`src/design/sqrtok_pkg.sv`:
```
// ----------------------------------------------------------------------------
// sqrtok_pkg
// Shared types, codes and scan tables for the shell quote removal tokenizer.
// ----------------------------------------------------------------------------
package sqrtok_pkg;

  // argument count limit and its 8-bit saturation cap
  localparam int unsigned MaxArgs = 255;
  localparam logic [7:0]  ArgCap  = (MaxArgs > 255) ? 8'd255 : 8'(MaxArgs);

  // byte classes
  localparam logic [2:0] CLS_SQUOTE = 3'd0;
  localparam logic [2:0] CLS_DQUOTE = 3'd1;
  localparam logic [2:0] CLS_BSLASH = 3'd2;
  localparam logic [2:0] CLS_BLANK  = 3'd3;
  localparam logic [2:0] CLS_OTHER  = 3'd4;
  localparam logic [2:0] CLS_END    = 3'd5;

  // scan states
  localparam logic [2:0] ST_SKIP    = 3'd0;
  localparam logic [2:0] ST_WORD    = 3'd1;
  localparam logic [2:0] ST_ESC     = 3'd2;
  localparam logic [2:0] ST_SQUOTE  = 3'd3;
  localparam logic [2:0] ST_DQUOTE  = 3'd4;
  localparam logic [2:0] ST_DQ_ESC  = 3'd5;

  // next-state codes that end the line
  localparam logic [3:0] NX_DONE    = 4'd6;
  localparam logic [3:0] NX_PREMAT  = 4'd7;
  localparam logic [3:0] NX_NO_SQ   = 4'd8;
  localparam logic [3:0] NX_NO_DQ   = 4'd9;

  // actions
  localparam logic [1:0] ACT_NONE   = 2'd0;
  localparam logic [1:0] ACT_KEEP   = 2'd1;
  localparam logic [1:0] ACT_ENDARG = 2'd2;

  // result kinds
  localparam logic [1:0] KIND_CHAR  = 2'd0;
  localparam logic [1:0] KIND_ARG   = 2'd1;
  localparam logic [1:0] KIND_DONE  = 2'd2;
  localparam logic [1:0] KIND_ERR   = 2'd3;

  // error codes
  localparam logic [1:0] ERR_NONE   = 2'd0;

  // special bytes
  localparam logic [7:0] CH_NUL     = 8'h00;
  localparam logic [7:0] CH_SQUOTE  = 8'h27;
  localparam logic [7:0] CH_DQUOTE  = 8'h22;
  localparam logic [7:0] CH_BSLASH  = 8'h5C;
  localparam logic [7:0] CH_SPACE   = 8'h20;
  localparam logic [7:0] CH_TAB     = 8'h09;

  // next state per state (row) and class (column)
  localparam logic [3:0] NEXT_TAB [6][6] = '{
    '{4'd3, 4'd4, 4'd2, 4'd0, 4'd1, 4'd6},
    '{4'd3, 4'd4, 4'd2, 4'd0, 4'd1, 4'd6},
    '{4'd1, 4'd1, 4'd1, 4'd1, 4'd1, 4'd7},
    '{4'd1, 4'd3, 4'd3, 4'd3, 4'd3, 4'd8},
    '{4'd4, 4'd1, 4'd5, 4'd4, 4'd4, 4'd9},
    '{4'd4, 4'd4, 4'd4, 4'd4, 4'd4, 4'd7}
  };

  // action per state (row) and class (column)
  localparam logic [1:0] ACT_TAB [6][6] = '{
    '{2'd0, 2'd0, 2'd0, 2'd0, 2'd1, 2'd0},
    '{2'd0, 2'd0, 2'd0, 2'd2, 2'd1, 2'd2},
    '{2'd1, 2'd1, 2'd1, 2'd1, 2'd1, 2'd0},
    '{2'd0, 2'd1, 2'd1, 2'd1, 2'd1, 2'd0},
    '{2'd1, 2'd0, 2'd0, 2'd1, 2'd1, 2'd0},
    '{2'd1, 2'd1, 2'd1, 2'd1, 2'd1, 2'd0}
  };

  // one result transaction
  typedef struct packed {
    logic [1:0] kind;
    logic [7:0] out_byte;
    logic [7:0] arg_total;
    logic [1:0] error_code;
    logic       last;
  } res_t;

  // everything one byte produces
  typedef struct packed {
    res_t       res0;
    res_t       res1;
    logic [1:0] res_cnt;
    logic [2:0] state_nxt;
    logic [7:0] count_nxt;
  } step_t;

  // byte classifier
  function automatic logic [2:0] classify(input logic [7:0] b);
    logic [2:0] c;
    if (b == CH_NUL)                          c = CLS_END;
    else if (b == CH_SQUOTE)                  c = CLS_SQUOTE;
    else if (b == CH_DQUOTE)                  c = CLS_DQUOTE;
    else if (b == CH_BSLASH)                  c = CLS_BSLASH;
    else if (b == CH_SPACE || b == CH_TAB)    c = CLS_BLANK;
    else                                      c = CLS_OTHER;
    return c;
  endfunction

endpackage

```
`src/design/sqrtok_step.sv`:
```
// ----------------------------------------------------------------------------
// sqrtok_step
// Combinational scan step: classifies one byte, looks up the quoting tables
// and forms up to two results plus the next scan state and argument count.
// ----------------------------------------------------------------------------
module sqrtok_step (
  input  logic [7:0]         text_byte_i,
  input  logic [2:0]         state_i,
  input  logic [7:0]         count_i,
  output sqrtok_pkg::step_t  step_o
);
  import sqrtok_pkg::*;

  logic [2:0] cls;
  logic [2:0] st;
  logic [1:0] act;
  logic [3:0] nxt;
  logic [7:0] count_inc;
  logic       line_end;
  res_t       act_res;
  res_t       end_res;

  // table lookup, unused state codes behave as whitespace skip
  always_comb begin
    cls = classify(text_byte_i);
    st  = (state_i > ST_DQ_ESC) ? ST_SKIP : state_i;
    act = ACT_TAB[st][cls];
    nxt = NEXT_TAB[st][cls];
  end

  // saturating argument count after an argument end
  assign count_inc = (act == ACT_ENDARG && count_i < ArgCap) ? count_i + 8'd1 : count_i;
  assign line_end  = (nxt >= NX_DONE);

  // result from the action
  always_comb begin
    act_res            = '0;
    act_res.arg_total  = count_inc;
    act_res.error_code = ERR_NONE;
    act_res.last       = ~line_end;
    if (act == ACT_KEEP) begin
      act_res.kind     = KIND_CHAR;
      act_res.out_byte = text_byte_i;
    end else begin
      act_res.kind     = KIND_ARG;
      act_res.out_byte = 8'h00;
    end
  end

  // result from the end of the line
  always_comb begin
    end_res            = '0;
    end_res.arg_total  = count_inc;
    end_res.out_byte   = 8'h00;
    end_res.last       = 1'b1;
    if (nxt == NX_DONE) begin
      end_res.kind       = KIND_DONE;
      end_res.error_code = ERR_NONE;
    end else begin
      end_res.kind       = KIND_ERR;
      end_res.error_code = 2'(nxt - NX_DONE);
    end
  end

  // pack results in order
  always_comb begin
    step_o = '0;
    if (act != ACT_NONE) begin
      step_o.res0    = act_res;
      step_o.res1    = end_res;
      step_o.res_cnt = line_end ? 2'd2 : 2'd1;
    end else begin
      step_o.res0    = end_res;
      step_o.res1    = end_res;
      step_o.res_cnt = line_end ? 2'd1 : 2'd0;
    end
    step_o.state_nxt = line_end ? ST_SKIP : nxt[2:0];
    step_o.count_nxt = line_end ? 8'd0 : count_inc;
  end

endmodule

```
`src/design/shell_quote_removal_tokenizer.sv`:
```
// ----------------------------------------------------------------------------
// shell_quote_removal_tokenizer
// Splits a zero-terminated command line into arguments, removing one level
// of shell quoting and escaping.
// ----------------------------------------------------------------------------
// One byte is taken per cycle while the queue has room; its scan step completes
// in that cycle and its results are registered into a three-entry result queue
// that drains one transaction per cycle while the output is ready. A byte that
// ends an unquoted word at end of line produces two results, so sustained input
// is one byte per cycle as long as the output is ready and each byte yields at
// most one result; the queue drain port, one result per cycle, sets the rate
// otherwise. Input is accepted whenever the queue holds at most one result.
module shell_quote_removal_tokenizer (
  input  logic       clk_i,
  input  logic       rst_ni,
  input  logic       in_valid_i,
  output logic       in_ready_o,
  input  logic [7:0] text_byte_i,
  output logic       out_valid_o,
  input  logic       out_ready_i,
  output logic [1:0] kind_o,
  output logic [7:0] out_byte_o,
  output logic [7:0] arg_total_o,
  output logic [1:0] error_code_o,
  output logic       last_o
);
  import sqrtok_pkg::*;

  logic [2:0] state_q, state_d;
  logic [7:0] count_q, count_d;
  logic [1:0] fill_q, fill_d;
  res_t       queue_q [3];
  res_t       queue_d [3];
  step_t      step;
  logic       in_acc;
  logic       pop;
  logic [1:0] keep;
  logic [1:0] push;
  logic [1:0] slot_off;

  // scan step
  sqrtok_step u_step (
    .text_byte_i (text_byte_i),
    .state_i     (state_q),
    .count_i     (count_q),
    .step_o      (step)
  );

  // handshakes
  assign in_ready_o  = (fill_q <= 2'd1);
  assign in_acc      = in_valid_i & in_ready_o;
  assign out_valid_o = (fill_q != 2'd0);
  assign pop         = out_valid_o & out_ready_i;
  assign keep        = fill_q - {1'b0, pop};
  assign push        = in_acc ? step.res_cnt : 2'd0;
  assign fill_d      = keep + push;

  // scan state update
  always_comb begin
    state_d = state_q;
    count_d = count_q;
    if (in_acc) begin
      state_d = step.state_nxt;
      count_d = step.count_nxt;
    end
  end

  // result queue: shift on pop, append new results behind the kept ones
  always_comb begin
    for (int i = 0; i < 3; i++) begin
      slot_off   = 2'(i) - keep;
      queue_d[i] = queue_q[i];
      if (2'(i) < keep) begin
        if (pop && i < 2) queue_d[i] = queue_q[(i < 2) ? i + 1 : i];
      end else if (slot_off == 2'd0 && push >= 2'd1) begin
        queue_d[i] = step.res0;
      end else if (slot_off == 2'd1 && push == 2'd2) begin
        queue_d[i] = step.res1;
      end
    end
  end

  // control registers
  always_ff @(posedge clk_i or negedge rst_ni) begin
    if (!rst_ni) begin
      state_q <= ST_SKIP;
      count_q <= 8'd0;
      fill_q  <= 2'd0;
    end else begin
      state_q <= state_d;
      count_q <= count_d;
      fill_q  <= fill_d;
    end
  end

  // result payload
  always_ff @(posedge clk_i) begin
    queue_q <= queue_d;
  end

  // head of queue drives the output
  assign kind_o       = queue_q[0].kind;
  assign out_byte_o   = queue_q[0].out_byte;
  assign arg_total_o  = queue_q[0].arg_total;
  assign error_code_o = queue_q[0].error_code;
  assign last_o       = queue_q[0].last;

  // queue never overflows
  assert property (@(posedge clk_i) disable iff (!rst_ni)
    in_acc |-> ({1'b0, keep} + {1'b0, push}) <= 3'd3)
    else $error("accepted byte left no room accounting in result queue");

  // line end results always close their byte
  assert property (@(posedge clk_i) disable iff (!rst_ni)
    out_valid_o && (kind_o == KIND_DONE || kind_o == KIND_ERR) |-> last_o)
    else $error("line end result not marked last");

  // error code only on syntax error
  assert property (@(posedge clk_i) disable iff (!rst_ni)
    out_valid_o && kind_o != KIND_ERR |-> error_code_o == ERR_NONE)
    else $error("error code set on a non-error result");

  // line end clears the scan state
  assert property (@(posedge clk_i) disable iff (!rst_ni)
    in_acc && text_byte_i == CH_NUL |=> state_q == ST_SKIP && count_q == 8'd0)
    else $error("scan state not cleared at end of line");

  // argument count never passes the cap
  assert property (@(posedge clk_i) disable iff (!rst_ni)
    count_q <= ArgCap)
    else $error("argument count above cap");

endmodule

```
`config.mk`:
```
export PLATFORM = sky130hd
export DESIGN_NAME = shell_quote_removal_tokenizer
export DESIGN_NICKNAME = d
export VERILOG_FILES = /design/src/design/sqrtok_pkg.sv /design/src/design/sqrtok_step.sv /design/src/design/shell_quote_removal_tokenizer.sv
export SDC_FILE = /design/constraint.sdc
export NUM_CORES = 1
export LEC_CHECK = 0
export ABC_AREA = 1
export BUFFER_PORTS_ARGS = -buffer_cell sky130_fd_sc_hd__buf_2
export CAP_MARGIN = 30
export CORE_MARGIN = 3
export CORE_UTILIZATION = 25
export CTS_BUF_LIST = sky130_fd_sc_hd__clkbuf_16
export DETAILED_ROUTE_END_ITERATION = 12
export HOLD_SLACK_MARGIN = 0.15
export PLACE_DENSITY = 0.49
export SKIP_CTS_REPAIR_TIMING = 1
export SYNTH_ARGS = -nofsm -noshare
export SYNTH_HDL_FRONTEND = slang
export SYNTH_SLANG_ARGS = --single-unit
```
`constraint.sdc`:
```
create_clock -name clk_i -period 4.25 [get_ports clk_i]
set_input_delay 0.425 -clock clk_i [delete_from_list [all_inputs] [get_ports clk_i]]
set_output_delay 0.425 -clock clk_i [all_outputs]
set_load 0.01 [all_outputs]
```
Yosys cells after proc, flatten, opt, wreduce, memory -nomap -nowiden
Memory sizes are Yosys's and may differ from the RTL's.
Cells that the tools add are included.
- $add $sub $neg: 7
- reduce and logical (&&, ||, !) cells: 20
- equality and inequality tests: 14
- order comparisons: 10
- multiplexer cells: 36
- bitwise gates (word level): 6
- operator list (kind ; number):
    2-to-1 mux 21 bit ; 10
    2-to-1 mux 24 bit ; 2
    2-to-1 mux 44 bit ; 1
    equality test 8 x 6 -> 1 bit (second input constant) ; 3
    2-to-1 mux 12 bit ; 2
    2-to-1 mux 3 bit ; 7
    2-to-1 mux 8 bit ; 2
    binary-select mux 4 bit (select 3 bit) ; 1
    2-to-1 mux 2 bit ; 5
    2-to-1 mux 9 bit ; 1
    adder 8 x 1 -> 8 bit (second input constant) ; 1
    equality test 2 x 1 -> 1 bit (second input constant) ; 4
    equality test 8 x 4 -> 1 bit (second input constant) ; 1
    equality test 8 x 7 -> 1 bit (second input constant) ; 1
    greater-or-equal comparator 4 bit (second input constant) ; 2
    logical NOT 8 bit ; 1
    less-than comparator 8 bit (second input constant) ; 1
    2-to-1 mux 4 bit ; 2
    NOT 3 -> 4 bit ; 2
    logical AND 1 bit ; 7
    binary-select mux 2 bit (select 3 bit) ; 1
    logical NOT 2 bit ; 3
    AND reduction 2 bit ; 3
    nonzero test 2 bit ; 3
    other kinds (19) ; 27
- memories kept: 2
- register bits after elaboration: 76
- word-level logic and storage cells: 113
- input bits: 12
- memory bits (read-only): 288
- memory list (name ; depth ; bits a word ; rd ports ; clocked after Yosys merged registers in ; write ports ; RTL line ; text):
    (name not given) ; 8 ; 24 ; 1 ; 0 ; 0 ; sqrtok_step.sv:28 ; nxt = NEXT_TAB[st][cls];
    (name not given) ; 8 ; 12 ; 1 ; 0 ; 0 ; sqrtok_step.sv:27 ; act = ACT_TAB[st][cls];

Depth between registers and ports, before layout
Gate-level depths: netlist of the first run.
- word-level depth: 21
- mapped depth: 18
- mapped depth without buffers: 18

Hierarchy
From an unflattened synthesis of the first run, not the netlist that was laid out.
- cells, all modules: 636
- area total of the unflattened synthesis: 5044.8 um^2
- modules (own cells, without submodules) (module ; area an instance (um^2) ; times used ; cells each ; sequential area each (um^2)):
    shell_quote_removal_tokenizer ; 3995.1 ; 1 ; 439 ; 2217.1
    sqrtok_step ; 1049.8 ; 1 ; 197 ; 0.0

Worst setup path before layout of the first run
No wires, ideal clock.
- kind: input to register
- start: input port text_byte_i[7]
- end: register queue_q[0] (netlist name) (enable)
- data arrival time: 3407 ps
- setup slack: 411 ps
- data required time: 3818 ps
- stages: 12
- setup time: 432 ps
- path through: inv_2 -> nand2_1 -> nor2_4 -> nand2_1 -> nand2_4 -> nor2_4 -> o211ai_2 -> nand3_2 -> ha_1 -> inv_1 -> nor2_1 -> o31ai_1
- longest elaborated chain between the ends: 19
- ends and longest elaborated chain (item ; RTL line ; text):
    start, declared ; shell_quote_removal_tokenizer.sv:18 ; input logic [7:0] text_byte_i,
    equality test 8 x 6 -> 1 bit / equality test 8 x 4 -> 1 bit (equally long branches) ; sqrtok_pkg.sv:100 ; else if (b == CH_SPACE || b == CH_TAB) c = CLS_BLANK;
    logical OR 1 bit ; sqrtok_pkg.sv:100 ;
    2-to-1 mux 3 bit ; sqrtok_pkg.sv:100 ;
    2-to-1 mux 3 bit ; sqrtok_pkg.sv:99 ; else if (b == CH_BSLASH) c = CLS_BSLASH;
    2-to-1 mux 3 bit ; sqrtok_pkg.sv:98 ; else if (b == CH_DQUOTE) c = CLS_DQUOTE;
    2-to-1 mux 3 bit ; sqrtok_pkg.sv:97 ; else if (b == CH_SQUOTE) c = CLS_SQUOTE;
    2-to-1 mux 3 bit (*) ; sqrtok_pkg.sv:96 ; if (b == CH_NUL) c = CLS_END;
    NOT 3 -> 4 bit (implied by the code) (*) ; sqrtok_step.sv:27, sqrtok_step.sv:28 ;
    (+3 left out) ; -- ;
    greater-or-equal comparator 4 x 3 -> 1 bit ; sqrtok_step.sv:33 ; assign line_end = (nxt >= NX_DONE);
    2-to-1 mux 1 bit / 2-to-1 mux 2 bit (equally long branches) ; sqrtok_step.sv:75, sqrtok_step.sv:71 ;
    2-to-1 mux 44 bit (*) ; sqrtok_step.sv:68 ; if (act != ACT_NONE) begin
    2-to-1 mux 2 bit (*) ; shell_quote_removal_tokenizer.sv:55 ; assign push = in_acc ? step.res_cnt : 2'd0;
    greater-or-equal comparator 2 x 1 -> 1 bit / equality test 2 bit (equally long branches) ; shell_quote_removal_tokenizer.sv:75, shell_quote_removal_tokenizer.sv:77 ;
    logical AND 1 bit (on tied branches) ; shell_quote_removal_tokenizer.sv:75, shell_quote_removal_tokenizer.sv:77 ;
    nonzero test 2 bit (no source line) (*) ; -- ;
    AND reduction 2 bit (no source line) (*) ; -- ;
    end signal, assigned ; shell_quote_removal_tokenizer.sv:98 ; queue_q <= queue_d;
    end, declared ; shell_quote_removal_tokenizer.sv:32 ; res_t queue_q [3];
Mark *: on every way between the ends. The rest lies on a longest branch, timed or not. The select of a mux whose other input is x is not followed.
A chain may end at the register's enable or synchronous reset.

Worst setup path in the final report of the first run
- start: register state_q[1]
- end: register queue_q[12] (netlist name) (enable)
- longest elaborated chain between the ends: 17
- ends and longest elaborated chain (item ; RTL line ; text):
    start, declared ; shell_quote_removal_tokenizer.sv:29 ; logic [2:0] state_q, state_d;
    start signal, assigned ; shell_quote_removal_tokenizer.sv:90 ; state_q <= state_d;
    > comparator 3 bit ; sqrtok_step.sv:26 ; st = (state_i > ST_DQ_ESC) ? ST_SKIP : state_i;
    2-to-1 mux 3 bit (*) ; sqrtok_step.sv:26 ;
    NOT 3 -> 4 bit (implied by the code) (*) ; sqrtok_step.sv:27, sqrtok_step.sv:28 ;
    memory read (8 x 24 bit) ; -- ;
    2-to-1 mux 24 bit (implied by the code) (2 in a row) ; sqrtok_step.sv:28 ;
    binary-select mux 4 bit (select 3 bit) ; sqrtok_step.sv:28 ;
    2-to-1 mux 4 bit (implied by the code) (2 in a row) ; sqrtok_step.sv:28 ;
    greater-or-equal comparator 4 x 3 -> 1 bit ; sqrtok_step.sv:33 ;
    2-to-1 mux 1 bit / 2-to-1 mux 2 bit (equally long branches) ; sqrtok_step.sv:75, sqrtok_step.sv:71 ;
    2-to-1 mux 44 bit (*) ; sqrtok_step.sv:68 ;
    2-to-1 mux 2 bit (*) ; shell_quote_removal_tokenizer.sv:55 ;
    greater-or-equal comparator 2 x 1 -> 1 bit / equality test 2 bit (equally long branches) ; shell_quote_removal_tokenizer.sv:75, shell_quote_removal_tokenizer.sv:77 ;
    logical AND 1 bit (on tied branches) ; shell_quote_removal_tokenizer.sv:75, shell_quote_removal_tokenizer.sv:77 ;
    nonzero test 2 bit (no source line) (*) ; -- ;
    AND reduction 2 bit (no source line) (*) ; -- ;
Marks and branches as above.

==> results by group, run 1 <==
GRT
  – Grt total ovfl: 0
  – Tot GR Track Use: 0.0998
  – Largest net degree at the start of global routing: 24
  – Initial antenna violation count: 0
  – Vias in the first global route: 2,834
  – First-pass GRT wire length: 14,200 um

STA
  – Final setup vio count: 0
  – Peak Freq: 278 MHz
  – Worst Skew: 0.00617 ns
  – Max Transition Viols Final: 0
  – Period utilization: 0.848
  – Fin Setup TNS: 0 ns
  – Slew @ Worst Pin: 0.786 ns
  – Min Clock Period, post-route: 3.60 ns
  – Min setup slack post-route: 0.648 ns
  – RSZ-0062 raised after global routing: false
  – Final count of hold timing violations: 0
  – Relative slew slack: 0.474

Setup path
  – Critical path's slowest cell: nor3_1
  – Critical path type: reg2reg
  – Worst Setup End Kind: register
  – CP Launch Type: register
  – Max incr delay on CP: 0.47 ns
  – CP most frequent cell: nor2_1
  – Worst Path Required: 4.28 ns
  – CP arrival: ~3.6 ns
  – Reg2reg start: state_q[1]
  – Worst Setup SP: state_q[1]
  – Max FO, Critical Path: 13
  – Critical path cell sequence: inv_1 > o21ai_0 > nor2_1 > nor2_1 > o211ai_2 > nand3_2 > ha_1 > inv_1 > nor2_1 > nor2_1 > nor3_1 > inv_2 > o31ai_2 > buf_4

Synthesis
  – Seq/Total Area, Yosys: 0.544
  – Net Count, Synth: 466
  – Synth warn: 0
  – Avg Cell Area, Syn: 9.08 sq um
  – Share of flip-flops with an asynchronous set or reset: 0.171
  – Post-synthesis cell count: 449
  – Top_reg_cell synth: edfxtp_1
  – Yosys reg bits: between 70 and 80
  – Number of flops mapped to enable cells by yosys: 63
  – Yosys cell types: 37
  – Mapped cell area: just over 0.004 sq mm

Cells and area
  – Ant diodes: 0
  – Layout cell share with drive strength beyond 1: 0.203
  – Final nets: 491
  – Final core occ: 0.295
  – P&R area growth vs syn: 15.2%
  – Area of the multi-input gates: 0.00152 sq mm
  – Fillers: 1,688
  – Register area: 0.00222 sq mm

Power and ir drop
  – Power Density: slightly below 700 mW/mm^2
  – P_leak: 0.00203 uW
  – VDD IR max: 0.000279 V

Placed design
  – Post-DP HPWL: 6430 um
  – Placer Congestion: 0.843
  – Port buffer count: 34
  – Setup WS pre-CTS: ~0.45 ns

CTS
  – Clock Sink Count: 76
  – Max H-tree Level: 3
  – CTS tree: built
  – Clock tree buffer depth: 2
  – Later-pin clock latency in the skew report: 0.33 ns
  – TritonCTS buffer count: 9
  – Root Buffer: clkbuf_16
  – Worst-path clk slew: 0.06 ns

Die
  – FP Rows: 46
  – Die Y: 134 um
  – Placeable Area: 0.0159 sq mm
  – Boundary Pins: 35
  – Die Wd: ~130 um
  – Starting density of the core: 0.256
  – Die area: 0.0179 sq mm

Route
  – Post-route ant nets: 0
  – Routed len/inst: 12.2 um
  – Via count: 2,904
  – 1st-pass router iterations: 4
  – Final wirelength: approximately 8500 um
  – DRC viols: 0
  – Mean number of vias per cell: 4.18
  – Initial drt markers: around 290

Flow run
  – MaxCap Viol Count: 0

Hold path
  – Hold_sp: text_byte_i[7]
  – HP Class: in2reg

Outcome
  – Run status: finished clean
-- final cells by class --
class,instances,share of cell area
Sequential cell,76,0.472
Multi-Input combinational cell,300,0.323
Tap cell,216,0.0576
Timing Repair Buffer,41,0.0488
Clock buffer,9,0.0480
Inverter,46,0.0370
Clock inverter,7,0.0131
-- power by group --
part           leakage, uW  internal [uW]  switching [uW]
Sequential        0.000761           1280            88.6
Clock             0.000145            447             289
Combinational      0.00112            375             777
-- critical path, delay by kind of cell, from the launching register on --
family | cells | cell delay, ns
compound gates | 3 | 0.60
fa+ha+maj | 1 | 0.32
buf+inv | 4 | 0.73
flops | 1 | 0.45
simple gates | 6 | 1.20
-- state kept, by name, indices dropped and copies added (netlist names) --
register and cells:
out_byte_o 8, count_q 8, fill_q 2, error_code_o 2, queue_q 42, arg_total_o 8, kind_o 2, last_o 1
state_q 3
-- cell usage after synthesis, types with 2 or more instances --
cell	count	area [sq um]
inv_1	39	146
nor2_2	5	31.3
nand4_1	2	12.5
nor2_4	3	33.8
a31oi_1	2	12.5
buf_1	3	11.3
nand2_2	9	56.3
nand2_4	4	45.0
inv_2	6	22.5
dfrtp_1	13	325
nand3_1	17	85.1
buf_4	20	150
o21ai_1	2	10.0
o21ai_2	3	26.3
nor2_1	36	135
xor2_2	3	48.8
ha_1	5	62.6
nor3_1	5	25.0
nand2_1	153	574
nand3_2	2	20.0
edfxtp_1	63	1890
clkbuf_1	4	15.0
nand3_4	2	35.0
a21oi_1	3	15.0
o21ai_0	31	155
xor2_1	2	17.5
a21boi_0	2	15.0
-- cells in the final DEF, fill, tap and decap left out, types with 6 or more instances in the layout --
| cell type | count |
|---|---|
| buf_2 | 34 |
| clkbuf_16 | 9 |
| dfrtp_1 | 13 |
| edfxtp_1 | 63 |
| inv_1 | 42 |
| inv_2 | 6 |
| nand2_1 | 153 |
| nand2_2 | 9 |
| nand3_1 | 17 |
| nor2_1 | 36 |
| o21ai_0 | 30 |
-- final timing paths --
path | to | depth (start not counted) | slack (ns)
max | queue_q[12] | 14 | 0.65
max reg2reg | queue_q[12] | 14 | 0.65
min in group asynchronous | count_q[5] | 2 | 0.51
min | queue_q[18] | 3 | 0.46
max in group asynchronous | fill_q[0] | 2 | 3.50
min reg2reg | count_q[2] | 2 | 0.52
-- cell families after synthesis --
| kind of cell | share of synthesized area |
|---|---|
| flops | 0.544 |
| simple gates | 0.267 |
| compound gates | 0.0681 |
| buf+inv | 0.0859 |
| xor+xnor | 0.0203 |
| fa+ha+maj | 0.0153 |
-- per-stage QoR --
step / power (uW) / area [sq um] / hold slack [ns] / instances
finish: 3250 / 4700 / 0.460 / 695
global route: 3510 / 4700 / 0.488 / 695
CTS: 3300 / 4690 / -0.0275 / 694
detailed placement: 2560 / 4400 / 0.337 / 678
global placement: 2530 / 4390 / 0.335 / 677
floorplan: 2280 / 4080 / 0.129 / 449
-- layer usage --
metal | part of all wire | routed length, um | GRT usage | vias up
met5 | 0 | 0 | 0 | -
met4 | 0.022 | 188 | 0.0451 | 0
met3 | 0.042 | 359 | 0.0253 | 11
met2 | 0.43 | 3670 | 0.149 | 70
met1 | 0.50 | 4250 | 0.136 | 1331
li1 | - | - | - | 1492
Note: power is estimated with default switching activity, not from simulation.
==> inputs of run 2 (changes only) <==
- clock period: 4.25 -> 3.5 ns (I/O delays scaled with it)
==> run 2 against run 1 <==
Via count is 0.10% lower. Global-route usage up 0.15 points. First-iteration DRC count is 12% lower. Critical path depth stayed put. Total power is 23% higher. Sequential share of layout area decreased by 0.58 points. Utilization up 0.37 points.
==> results by group, run 2 (synthesized netlist as in run 1, its figures left out) <==
Outcome
  – Run status: finished clean

Die
  – Boundary Pins: 35 (unchanged)
  – Die area: 0.0179 sq mm (unchanged)
  – FP Rows: 46 (unchanged)
  – Starting density of the core: 0.256 (unchanged)
  – Die Wd: 134 um (unchanged)
  – Placeable Area: 0.0159 sq mm (unchanged)
  – Die Y: 134 um (unchanged)

STA
  – Min Clock Period, post-route: 3.11 ns (-0.494 ns)
  – Max Transition Viols Final: 0 (unchanged)
  – Slew @ Worst Pin: 0.761 ns (-0.0256 ns)
  – Relative slew slack: 0.491 (+0.0171)
  – Min setup slack post-route: 0.392 ns (-0.256 ns)
  – Final setup vio count: 0 (unchanged)
  – Final count of hold timing violations: 0 (unchanged)
  – Worst Skew: 0.00428 ns (-0.00188 ns)
  – Period utilization: 0.888 (+0.0404)
  – RSZ-0062 raised after global routing: false
  – Fin Setup TNS: 0 ns (unchanged)
  – Peak Freq: 322 MHz (+16%)

Route
  – Routed len/inst: 11.9 um (-2.5%)
  – Wl on met1: 4080 um (-4.2%)
  – Post-route ant nets: 0 (unchanged)
  – Mean number of vias per cell: 4.15 (-0.67%)
  – Uppermost routed layer: met4
  – Met2 WL: 3720 um (+1.1%)
  – Metal3 WL: 346 um (-3.6%)
  – DRC viols: 0 (unchanged)
  – 1st-pass router iterations: 4 (unchanged)
  – Via count: 2,901 (-0.10%)
  – Final wirelength: 8320 um (-1.9%)
  – Initial drt markers: 253 (-12%)

Setup path
  – Critical path type: reg2reg
  – CP arrival: 3.14 ns (-0.49 ns)
  – Worst Path Required: 3.53 ns (-0.75 ns)
  – CP Launch Type: register
  – Max FO, Critical Path: 21 (+8)
  – Worst Setup End Kind: register

CTS
  – Root Buffer: clkbuf_16
  – Clock Sink Count: 76 (unchanged)
  – TritonCTS buffer count: 9 (unchanged)
  – Clock tree buffer depth: 2 (unchanged)
  – Max H-tree Level: 3 (unchanged)
  – Later-pin clock latency in the skew report: 0.33 ns (about the same)
  – Worst-path clk slew: 0.05 ns (about the same)
  – CTS tree: built

Placed design
  – Post-DP HPWL: 6390 um (-0.64%)
  – Port buffer count: 34 (unchanged)
  – Placed Cells: 682 (+0.59%)
  – Placer Congestion: 0.839 (-0.38%)
  – Setup WS pre-CTS: 0.242 ns (-0.212 ns)
  – DP Area: 0.00446 sq mm (+1.4%)

GRT
  – First-pass GRT wire length: 14,600 um (+3.5%)
  – Vias in the first global route: 2,982 (+5.2%)
  – Largest net degree at the start of global routing: 24 (unchanged)
  – Grt total ovfl: 0 (unchanged)
  – Tot GR Track Use: 0.101 (+0.00155)
  – Initial antenna violation count: 0 (unchanged)

Hold path
  – HP Class: in2reg

Cells and area
  – Most common cell after layout, fill and taps aside: nand2_1
  – Final nets: 495 (+0.81%)
  – Fillers: 1,668 (-1.2%)
  – Finished Cell Area: 0.00475 sq mm (+1.3%)
  – Max FFs per register: 42 (unchanged)
  – Leading cell types in the layout, fill and taps excluded: nand2_1 (153), edfxtp_1 (63), inv_1 (41), nor2_1 (36), buf_2 (34)
  – Ant diodes: 0 (unchanged)
  – P&R area growth vs syn: 16.6%
  – Layout cell share with drive strength beyond 1: 0.211 (+0.00867)
  – Reg with most FFs: queue_q
  – Non-Filler Instances: 699 (+0.58%)

Power and ir drop
  – Design Power: 4000 uW (+23%)
  – P_leak: 0.00206 uW (+1.6%)
  – Power Density: 840 mW/mm^2 (+21%)
  – VDD IR max: 0.000286 V (+2.4%)

Flow run
  – MaxCap Viol Count: 0 (unchanged)
run 2: area by class of cell:
class	instances	area, sq um	share of cell area
timing repair buffer	45	284	0.0597
multi-input combinational	300	1520	0.321
tap	216	270	0.0568
inverter	46	174	0.0366
sequential	76	2220	0.466
clock inverter	7	60.1	0.0126
clock buffer	9	225	0.0474
run 2: path summary, 6_finish.rpt:
kind                                startpoint  cells past startpoint  slack, ns           to
min in group asynchronous               rst_ni                      2       0.44   count_q[5]
max in group asynchronous               rst_ni                      2       2.82   state_q[2]
worst min-delay path            text_byte_i[7]                      3       0.40  queue_q[18]
worst max-delay path                state_q[2]                     14       0.39  queue_q[13]
worst min register to register      count_q[2]                      2       0.51   count_q[2]
worst max register to register      state_q[2]                     14       0.39  queue_q[13]
run 2: power breakdown:
| part | total [uW] | switching, uW | leakage [uW] | internal, uW |
|---|---|---|---|---|
| combinational | 1460 | 962 | 0.00115 | 503 |
| clock | 882 | 339 | 0.000149 | 543 |
| sequential | 1650 | 102 | 0.000761 | 1550 |
| total | 4000 | 1400 | 0.00206 | 2590 |
run 2: metal layers:
metal,track usage,vias up
met2,0.158,64
li1,-,1504
met5,0,-
met4,0.0440,0
met3,0.0227,12
met1,0.135,1321
run 2: critical path: stages (launching register included):
cell and delay (ns):
dfrtp_1 0.42, inv_1 0.14, nor2_1 0.10, nor2_1 0.15, nor2_1 0.09, o211ai_2 0.25
nand3_2 0.18, ha_1 0.33, inv_1 0.05, nor2_1 0.21, nor2_1 0.13, nor3_1 0.26
inv_2 0.16, o31ai_2 0.12, buf_12 0.21
run 2: through the flow:
| stage | utilization | hold slack (ns) |
|---|---|---|
| CTS | 0.298 | -0.0881 |
| global route | 0.298 | 0.432 |
| finish | 0.298 | 0.400 |
| detailed placement | 0.280 | 0.268 |
| floorplan | - | 0.0544 |
| global placement | 0.279 | 0.263 |
==> inputs of run 3 (changes only) <==
- SYNTH_HIERARCHICAL: not set -> 1
==> run 3 against run 2 <==
Worst hold slack improved by 0.025 ns. Total power up 16%. Clock power up 3.5%. Sequential share of layout area is 7.0 points lower. Setup slack improved by 0.11 ns. Clock skew increased by 0.0016 ns. Synthesized cell count rose by 42%. First-iteration DRC count grew 12%. Sequential cell count unchanged. Largest power group is now combinational logic. Design area grew 18%.
==> results by group, run 3 <==
Synthesis
  – Top_reg_cell synth: edfxtp_1
  – Seq/Total Area, Yosys: 0.439 (-0.104)
  – Area contributors post-synth: edfxtp_1 (38%), nand2_1 (13%), dfrtp_1 (6.4%)
  – Mapped cell area: 0.00504 sq mm (+24%)
  – Yosys cell types: 35 (-5.4%)
  – Share of flip-flops with an asynchronous set or reset: 0.171 (unchanged)
  – Synth top cells by count: nand2_1 (170), inv_1 (73), edfxtp_1 (63)
  – Largest area contributor in the synthesized netlist: edfxtp_1
  – Number of flops mapped to enable cells by yosys: 63 (unchanged)
  – Yosys reg bits: 76 (unchanged)
  – Synth warn: 6 (+6)
  – Most numerous cell in the Yosys netlist: nand2_1
  – Synth top area share: 0.375 (-0.0889)
  – Avg Cell Area, Syn: 7.93 sq um (-13%)
  – Post-synthesis cell count: 636 (+42%)

Route
  – DRC viols: 0 (unchanged)
  – Initial drt markers: 283 (+12%)
  – Post-route ant nets: 0 (unchanged)
  – Mean number of vias per cell: 4.32 (+4.2%)
  – Final wirelength: 12,400 um (+49%)
  – 1st-pass router iterations: 4 (unchanged)
  – Routed len/inst: 13.6 um (+14%)
  – Via count: 3,930 (+35%)

Cells and area
  – Layout cell share with drive strength beyond 1: 0.183 (-0.0280)
  – Ant diodes: 0 (unchanged)
  – Final nets: 656 (+33%)
  – P&R area growth vs syn: 10.9%
  – Fillers: 2,172 (+30%)
  – Leading cell types in the layout, fill and taps excluded: nand2_1 (170), inv_1 (74), edfxtp_1 (63), nand3_1 (54), o21ai_1 (51)
  – Most common cell after layout, fill and taps aside: nand2_1
  – Finished Cell Area: 0.00559 sq mm (+18%)
  – Reg with most FFs: queue_q
  – Max FFs per register: 42 (unchanged)

Power and ir drop
  – Fraction of power consumed by sequential logic: 0.359 (-0.054)
  – P_leak: 0.00251 uW (+22%)
  – Design Power: 4650 uW (+16%)
  – Sw Ratio: 0.410 (+0.0592)
  – Switch Pwr: 1910 uW (+36%)
  – Comb pwr share: 0.445 (+0.079)
  – VDD IR max: 0.000441 V (+54%)
  – Power Density: 832 mW/mm^2 (-1.1%)
  – Clk pwr share: 0.196 (-0.025)
  – Pint: 2740 uW (+5.8%)

CTS
  – Root Buffer: clkbuf_16
  – TritonCTS buffer count: 9 (unchanged)
  – Max H-tree Level: 3 (unchanged)
  – Later-pin clock latency in the skew report: 0.34 ns (about the same)
  – CTS tree: built
  – Worst-path clk slew: 0.06 ns (about the same)
  – Clock Sink Count: 76 (unchanged)
  – Clock tree buffer depth: 2 (unchanged)

GRT
  – Vias in the first global route: 3,764 (+26%)
  – Grt total ovfl: 0 (unchanged)
  – Initial antenna violation count: 0 (unchanged)
  – First-pass GRT wire length: 20,500 um (+40%)
  – Tot GR Track Use: 0.119 (+0.0172)
  – Largest net degree at the start of global routing: 28 (+17%)

Placed design
  – DP Area: 0.00530 sq mm (+19%)
  – Port buffer count: 34 (unchanged)
  – Placer Congestion: 0.779 (-7.2%)
  – Post-DP HPWL: 8420 um (+32%)

Setup path
  – Worst Path Required: 3.55 ns (+0.02 ns)
  – CP Launch Type: register
  – Worst Setup End Kind: register
  – Max FO, Critical Path: 25 (+19%)
  – Critical path type: reg2reg
  – CP arrival: 3.05 ns (-0.09 ns)

Outcome
  – Run status: finished clean

Hold path
  – HP Class: in2async

STA
  – Fin Setup TNS: 0 ns (unchanged)
  – Min Clock Period, post-route: 3.00 ns (-0.112 ns)
  – Final setup vio count: 0 (unchanged)
  – Worst Skew: 0.00587 ns (+0.00159 ns)
  – Final count of hold timing violations: 0 (unchanged)
  – Slew @ Worst Pin: 0.513 ns (-0.248 ns)
  – Peak Freq: 334 MHz (+3.7%)
  – Max Transition Viols Final: 0 (unchanged)
  – RSZ-0062 raised after global routing: false
  – Relative slew slack: 0.657 (+0.166)
  – Period utilization: 0.856 (-0.0319)

Die
  – Starting density of the core: 0.257 (+0.000916)
  – Die Y: 148 um (+11%)
  – Die area: 0.0219 sq mm (+23%)
  – Die Wd: 148 um (+11%)
  – Placeable Area: 0.0197 sq mm (+23%)
  – Boundary Pins: 35 (unchanged)
  – FP Rows: 51 (+11%)

Flow run
  – MaxCap Viol Count: 0 (unchanged)
run 3: critical path, cell delays in order, from the launching register on:
cell	delay [ns]
dfrtp_1	0.42
nor3_1	0.31
nand4_1	0.17
nand2_1	0.09
a21oi_1	0.07
nand2_2	0.16
nand2_2	0.12
ha_1	0.33
nand3_2	0.11
nand2_4	0.26
nand3_2	0.13
nand2_1	0.32
buf_12	0.21
run 3: logic make-up (layout without fill, tap and decap cells):
kind of cell | Yosys count | count (layout) | synth area share
AND/OR/NAND/NOR | 295 | 295 | 0.275
buffers and inverters | 145 | 145 | 0.141
AO/OA/AOI/OAI | 100 | 100 | 0.101
flip-flops | 76 | 76 | 0.439
multiplexers | 11 | 11 | 0.0246
adder cells (fa/ha/maj) | 5 | 5 | 0.0124
other | 2 | 10 | 0.00149
XOR/XNOR | 2 | 2 | 0.00496
run 3: worst paths after layout:
kind                                startpoint            end  slack (ns)  cells after the start
worst min register to register      queue_q[5]    queue_q[26]        0.52                      2
min in group clk_i              text_byte_i[7]  out_byte_o[7]        0.45                      3
max in group asynchronous               rst_ni     count_q[3]        2.84                      2
worst min-delay path                    rst_ni     state_q[0]        0.42                      2
worst max register to register      state_q[0]    queue_q[17]        0.50                     12
worst max-delay path                state_q[0]    queue_q[17]        0.50                     12
run 3: power by group through the flow:
stage          Sequential (uW)  Combinational [uW]  Clock (uW)
3_5_place_dp              1690                2100           0
2_1_floorplan             1680                1550           0
3_3_place_gp              1690                2090           0
5_1_grt                   1700                2340         991
4_1_cts                   1680                2100         941
6_report                  1670                2070         913
run 3: final cells by class:
cell class,count,area (sq um),share of cell area
Inverter,80,303,0.0541
Clock buffer,9,225,0.0403
Clock inverter,7,58.8,0.0105
Sequential cell,76,2220,0.396
Timing Repair Buffer,49,310,0.0555
Tap cell,265,332,0.0593
Multi-Input combinational cell,423,2150,0.384
run 3: through the flow:
stage / worst slack (ns) / util / hold WS [ns] / std cells
after detailed placement: 0.287 / 0.270 / 0.268 / 892
final: 0.504 / 0.285 / 0.424 / 909
after global routing: 0.245 / 0.285 / 0.455 / 909
after CTS: 0.517 / 0.284 / -0.101 / 908
after global placement: 0.323 / 0.270 / 0.262 / 892
after floorplan: 0.121 / - / 0.0544 / 644
run 3: layer usage:
| layer | GRT usage | part of all wire | vias to the layer above | routed length, um |
|---|---|---|---|---|
| li1 | - | - | 2022 | - |
| met1 | 0.165 | 0.48 | 1799 | 5920 |
| met2 | 0.180 | 0.45 | 92 | 5540 |
| met3 | 0.0235 | 0.050 | 17 | 620 |
| met4 | 0.0508 | 0.023 | 0 | 281 |
| met5 | 0 | 0 | - | 0 |
